File: src/hdl/vcsl_div.sv
// ----------------------------------------------------------------------------
// vcsl_div
// pipelined restoring divider, one quotient bit per stage, tag rides along
// ----------------------------------------------------------------------------
`default_nettype none

module vcsl_div #(
	parameter int NUM_W = 29,
	parameter int DEN_W = 15,
	parameter int QW    = 29,
	parameter int TAG_W = 1
) (
	input  wire logic             clk,
	input  wire logic             en,
	input  wire logic [NUM_W-1:0] num_in,
	input  wire logic [DEN_W-1:0] den_in,
	input  wire logic [TAG_W-1:0] tag_in,
	output logic [QW-1:0]         quo_out,
	output logic [TAG_W-1:0]      tag_out
);
	// quotient must fit in QW bits
	localparam int WW = ((DEN_W + QW) > NUM_W) ? (DEN_W + QW) : NUM_W;

	logic [NUM_W-1:0] rem_s [QW];
	logic [DEN_W-1:0] den_s [QW];
	logic [QW-1:0]    quo_s [QW];
	logic [TAG_W-1:0] tag_s [QW];

	for (genvar k = 0; k < QW; k++) begin : g_bit
		logic [NUM_W-1:0] rem_p;
		logic [DEN_W-1:0] den_p;
		logic [QW-1:0]    quo_p;
		logic [TAG_W-1:0] tag_p;
		logic [WW-1:0]    d_sh, diff;
		logic             ge;

		if (k == 0) begin : g_first
			assign rem_p = num_in;
			assign den_p = den_in;
			assign quo_p = '0;
			assign tag_p = tag_in;
		end else begin : g_next
			assign rem_p = rem_s[k-1];
			assign den_p = den_s[k-1];
			assign quo_p = quo_s[k-1];
			assign tag_p = tag_s[k-1];
		end

		assign d_sh = WW'(den_p) << (QW - 1 - k);
		assign ge   = WW'(rem_p) >= d_sh;
		assign diff = WW'(rem_p) - d_sh;

		always_ff @(posedge clk) begin
			if (en) begin
				rem_s[k] <= ge ? diff[NUM_W-1:0] : rem_p;
				den_s[k] <= den_p;
				quo_s[k] <= quo_p | (QW'(ge) << (QW - 1 - k));
				tag_s[k] <= tag_p;
			end
		end
	end

	assign quo_out = quo_s[QW-1];
	assign tag_out = tag_s[QW-1];

endmodule

`default_nettype wire

File: config.mk
export PLATFORM = sky130hd
export DESIGN_NAME = vcsl_div
export DESIGN_NICKNAME = d
export VERILOG_FILES = /design/src/hdl/vcsl_div.sv
export SDC_FILE = /design/constraint.sdc
export NUM_CORES = 2
export LEC_CHECK = 0
export BUFFER_PORTS_ARGS = -buffer_cell sky130_fd_sc_hd__buf_2
export CORE_MARGIN = 2
export CORE_UTILIZATION = 50
export DETAILED_ROUTE_END_ITERATION = 12
export PLACE_DENSITY = 0.67
export SYNTH_ARGS = -nofsm -noshare
export SYNTH_HDL_FRONTEND = slang
export SYNTH_SLANG_ARGS = --single-unit
export TNS_END_PERCENT = 20
File: constraint.sdc
create_clock -name clk -period 6.5 [get_ports clk]
set_input_delay 1.3 -clock clk [delete_from_list [all_inputs] [get_ports clk]]
set_output_delay 1.3 -clock clk [all_outputs]
set_load 0.02 [all_outputs]
======== Word-level counts from Yosys, hierarchy flattened ========
Memory sizes are Yosys's and may differ from the RTL's.
Cells that the tools add are included.
cells by class
  add/subtract/negate cells ............... 29
  magnitude comparators ................... 29
  mux-type cells .......................... 31
  bitwise logic cells ..................... 28
operators with widths
  operator                                      count
  two-way mux 29 bit                            29
  subtractor 29 bit                             15
  greater-or-equal comparator 29 x 43 -> 1 bit  1
  greater-or-equal comparator 29 x 42 -> 1 bit  1
  greater-or-equal comparator 29 x 41 -> 1 bit  1
  greater-or-equal comparator 29 x 40 -> 1 bit  1
  greater-or-equal comparator 29 x 39 -> 1 bit  1
  greater-or-equal comparator 29 x 38 -> 1 bit  1
  greater-or-equal comparator 29 x 37 -> 1 bit  1
  greater-or-equal comparator 29 x 36 -> 1 bit  1
  greater-or-equal comparator 29 x 35 -> 1 bit  1
  greater-or-equal comparator 29 x 34 -> 1 bit  1
  greater-or-equal comparator 29 x 33 -> 1 bit  1
  greater-or-equal comparator 29 x 32 -> 1 bit  1
  greater-or-equal comparator 29 x 31 -> 1 bit  1
  greater-or-equal comparator 29 x 30 -> 1 bit  1
  greater-or-equal comparator 29 x 15 -> 1 bit  1
  greater-or-equal comparator 29 x 16 -> 1 bit  1
  greater-or-equal comparator 29 x 17 -> 1 bit  1
  greater-or-equal comparator 29 x 18 -> 1 bit  1
  greater-or-equal comparator 29 x 19 -> 1 bit  1
  greater-or-equal comparator 29 x 20 -> 1 bit  1
  greater-or-equal comparator 29 x 21 -> 1 bit  1
  greater-or-equal comparator 29 x 22 -> 1 bit  1
  50 further kinds                              51
word-level totals
  flip-flop bits (word level) ............. 0
  bits in writable memories ............... 2,146
  bits of input ports ..................... 47
  logic and storage cells ................. 121
  memories ................................ 4
memory list
  memory  depth  width  read ports  clocked after Yosys merged registers in  wr ports  line  source
  quo_s   29     29     29          0                                        29        26    logic [QW-1:0] quo_s [QW];
  rem_s   29     29     28          0                                        29        24    logic [NUM_W-1:0] rem_s [QW];
  den_s   29     15     28          0                                        29        25    logic [DEN_W-1:0] den_s [QW];
  tag_s   29     1      29          0                                        29        27    logic [TAG_W-1:0] tag_s [QW];

======== Logic depth before layout (Yosys ltp) ========
An unclocked memory read counts as a cell.
  depth after elaboration ................. 3
  gate-level depth with buffers ........... 14
  gate-level depth less buffers ........... 12

======== Worst setup path after synthesis ========
Ideal clock, no wire load.
  kind .................................... reg-to-reg
  start point ............................. memory rem_s[22][5], in the netlist rem_s[11][5]
  end point ............................... memory rem_s[23][23], in the netlist rem_s[11][52], data pin
  arrival ................................. 2.775 ns
  required time ........................... 6.234 ns
  path slack .............................. 3.459 ns
  cell stages (with the launch flop) ...... 13
  cells stage by stage .................... edfxtp_1 inv_1 ha_1 inv_1 fa_1 a21oi_1 o21ai_1 a221oi_2 o21ai_0 a41o_1 or4_4 nor3_1 xor2_1
RTL lines
  what         line
  from (decl)  24

==> results <==
- The pre-antenna-repair detailed-routing pass consisted of 6 iterations.
- The number of antenna violations at the first check in global routing was 0.
- The analysis attributes to cell leakage a power of a little over 30 nW.
- The wire-length estimate of the detail-placed layout is 92200 um.
- The longest clock path from root to sink contains 3 buffers.
- The starting utilization of the core area is 50.3%.
- The portion of total power attributed to sequential cells is approximately 48%.
- Prior to clock tree synthesis, the placed netlist has a worst setup slack of 2.76 ns.
- The final hold violation count was 0.
- The share of power burned in the clock network is 32.3%.
- The met2 track utilization from global routing is around 30%.
- The number of nets in the final layout is 5571.
- Summing the sequential cell areas from Yosys gives 69.8% of the chip area.
- The global-route usage over all layers is 17.7%.
- A synthesized cell averages 14.8 sq um.
- Entering global routing, the biggest net connects 147 pins.
- Power spread over the standard cell area amounts to 373 nW/um^2.
- The met3 track utilization from global routing is 3.26%.
- The synthesized area is 73000 sq um.
- The area enclosed by the die boundary is 149000 sq um.
- In the layout the commonest cells are edfxtp_1, inv_1, ha_1.
- For this block, the via count after detailed routing is 39241.
- In this run, synthesis produced a sequential element count of ~1700.
- The global routing usage on met1 is 23.6%.
- In the synthesized netlist, the number of instances is around 4900.
- Synthesis produced a netlist with a net count of 5350.
- Combinational logic burns between 10% and 20% of the power.
- The count of boundary I/O pins is 77.
- The number of routed nets with antenna violations is 0.
- In the synthesized netlist the async set-or-reset flop fraction comes to 0%.
- The worst hold slack across all endpoints is 0.387 ns.
- Synthesis instantiated 95 different standard cells from the library.
- The tree is rooted in a clkbuf_16.
- STA puts the critical path data arrival time at about 4.3 ns.
- Dividing the detail-routed via count by the number of cells gives 5.43.
- The worst supply voltage drop on vdd is 247 uV.
- Subtracting the final worst setup slack from the clock period gives approximately 3.8 ns.
- The clock latency at the later pin of the worst-skew pair is approximately 0.80 ns.
- Once routing completed, OpenROAD measured the worst setup slack at 2.73 ns.
- At the worst endpoint, the required time is around 7.1 ns.
- The final routed DRC violation total is 0.
- After layout, the worst path uses approximately 58% of the clock period.
- The leading cell type in the layout, fill and taps excluded is edfxtp_1.
- Static timing analysis puts the maximum clock frequency at 265 MHz.
- The Yosys step of the flow raised 0 warnings.
- The synthesized design contains 1696 enable-type register cells.
- The clock-pin slew of the registers on the worst-case setup and hold paths is about 0.060 ns.
- The measured slew at the worst slew-check pin is around 1.1 ns.
- The prevailing post-synth register cell is edfxtp_1.
- The number of DRC markers after the initial detailed-route iteration is 3032.
- For this design, the sink count on the clock tree is 1696.
- The internal power component is between 20 and 25 mW.
- The die width is slightly below 400 um.
- The floorplan has 140 rows.
- In this run the vertical extent of the chip is 386 um.
- After detailed routing, the total wire length is 131000 um.
- Global routing finished with a remaining overflow of 0.
- The flow ran to the end, and the final reports show no timing, DRC or antenna violations.
- In this run the tool buffered the top-level ports with 76 buffer cells.
- The number of H-tree levels is 4.
- The proportion of layout cells with a drive suffix above 1 is 9.96%.
- The number of failing setup endpoints in the final timing report is 0.
- The number of pins with negative max-slew slack in the final report is 0.
- The type of the tightest min-delay check is flop to flop.
- The global-route wire length before repair is 208000 um.
- Headroom to the max-slew limit came out at between 20 and 30%.
- Clock skew on the completed layout was measured at 0.0469 ns.
- The total net switching power is 8.36 mW.
- Setup repair after global routing left no endpoint under its margin.
- The synthesis-to-finish area growth is 11.9%.
- The worst setup path is captured at a flop.
- The completed layout was analyzed and its total power is 30.4 mW.
- Routability-driven placement finished with a final weighted congestion of 0.931.
- The number of instances in the placed design is 6908.
- The wire length per cell after detailed routing is between 15 and 20 um.
- Excluding fillers, the count of instances in the completed layout stands at approximately 7200.
- The hold buffer count at CTS is 0.
- The region available for standard cell placement spans 145000 sq um.
- The share of synthesized area in the top cell type comes to between 60% and 70%.
- The via count of the first global-routing pass is between 30000 and 40000.
- The number of max-cap violations is 0.
- Summed over all failing endpoints, the final setup total negative slack is 0 ns.
- The TritonCTS clock tree is done.
- The kind of start point of the critical path is a flop.
- Post-CTS timing repair inserted 0 buffers for setup.
- The synthesized design spends more area on one cell type than any other, namely edfxtp_1.
- The number of resized instances in the post-cts repair step is 0.
- The net switching share of the total power is 27.5%.
- Along the worst path, the maximum fanout reaches 29.
- The critical path is of the flop to flop type.
- After synthesis, the cell types taking the most area are edfxtp_1, ha_1, inv_1.
- The fill cell total of the finished layout is 11316.
- The total CTS buffers is 175.
- The most used routing layer is met2.
## cell families (layout without fill, tap and decap cells)
group           after synthesis  after routing  share of synthesized area (%)
mux                         141            141                           2.16
compound gates              886            886                           7.79
simple gates               1081           1081                           7.71
flops                      1696           1696                           69.8
fa+ha+maj                   356            356                           6.37
buf+inv                     484            847                           2.56
other cells                   0              1                              0
xor+xnor                    303            303                           3.64
## sequential cells by signal (all words and copies together), names as in the netlist
signal  cells
rem_s     812
quo_s     435
den_s     420
tag_s      29
## worst paths after layout
path	from	to	slack (ns)	cells after the start
hold / removal	quo_s[10][27]	quo_s[11][27]	0.39	0
setup reg to reg	den_s[12][0]	rem_s[12][52]	2.73	10
hold reg to reg	quo_s[10][27]	quo_s[11][27]	0.39	0
setup / recovery	den_s[12][0]	rem_s[12][52]	2.73	10
## critical path: stages, from the launching register on
cell       delay [ns]
edfxtp_1         0.40
ha_1             0.24
fa_1             0.41
nor2b_1          0.16
o31a_1           0.19
o31a_1           0.23
a41o_1           0.27
a41o_1           0.91
o2111a_1         0.40
nand4bb_1        0.15
xnor2_1          0.16
## stage by stage
| step | utilization, % | instance area, sq um |
|---|---|---|
| 2_1_floorplan | - | 73000 |
| 3_3_place_gp | 52.3 | 75900 |
| 3_5_place_dp | 52.3 | 75900 |
| 4_1_cts | 56.2 | 81700 |
| 5_1_grt | 56.2 | 81700 |
| 6_report | 56.2 | 81700 |
## power groups by stage
stage	Combinational, mW	Sequential (mW)	Clock (mW)
detailed placement	5.95	14.8	0
floorplan	4.62	14.5	0
finish	6.01	14.6	9.82
CTS	5.99	14.6	10.1
global route	6.75	14.7	10.5
global placement	5.82	14.8	0
## layout make-up
cell class              instances  area [sq um]  area share [%]
multi-input cells            2767         20200            24.8
inverters                     424          1590            1.95
diodes                          1          2.50         0.00306
clock inverters               113          1260            1.54
clock buffers                 206          4520            5.53
repair buffers                104           731           0.895
well taps                    1917          2400            2.94
flip-flops and latches       1696         50900            62.4
## per-layer routing
metal	up-vias	part of all wire [%]	wire length (um)
met5	-	0	0
met4	0	3.0	3930
met3	251	5.0	6530
met2	889	48	62800
met1	18943	44	57900
li1	19158	-	-
## cells in the mapped netlist (11+ instances only)
| master | instances |
|---|---|
| edfxtp_1 | 1696 |
| inv_1 | 421 |
| ha_1 | 330 |
| a21oi_1 | 268 |
| nor2_1 | 239 |
| nand2_1 | 230 |
| o21ai_0 | 224 |
| xnor2_1 | 171 |
| xor2_1 | 132 |
| nor4_1 | 116 |
| mux2_2 | 110 |
| a21o_1 | 103 |
| nor3_1 | 77 |
| nand3_1 | 68 |
| nor2b_1 | 61 |
| nand4_1 | 58 |
| nand2b_1 | 56 |
| o21a_1 | 50 |
| clkbuf_1 | 36 |
| or4_1 | 33 |
| or3_1 | 27 |
| fa_1 | 26 |
| mux2i_1 | 26 |
| a31oi_1 | 24 |
| o21bai_1 | 23 |
| a211oi_1 | 22 |
| or2_2 | 21 |
| o31a_1 | 20 |
| o31ai_1 | 20 |
| and3_1 | 17 |
| buf_2 | 17 |
| nand3b_1 | 12 |
| and2_1 | 11 |
| nor4b_1 | 11 |
| o211ai_1 | 11 |
Power figures use the tool's default switching activity.
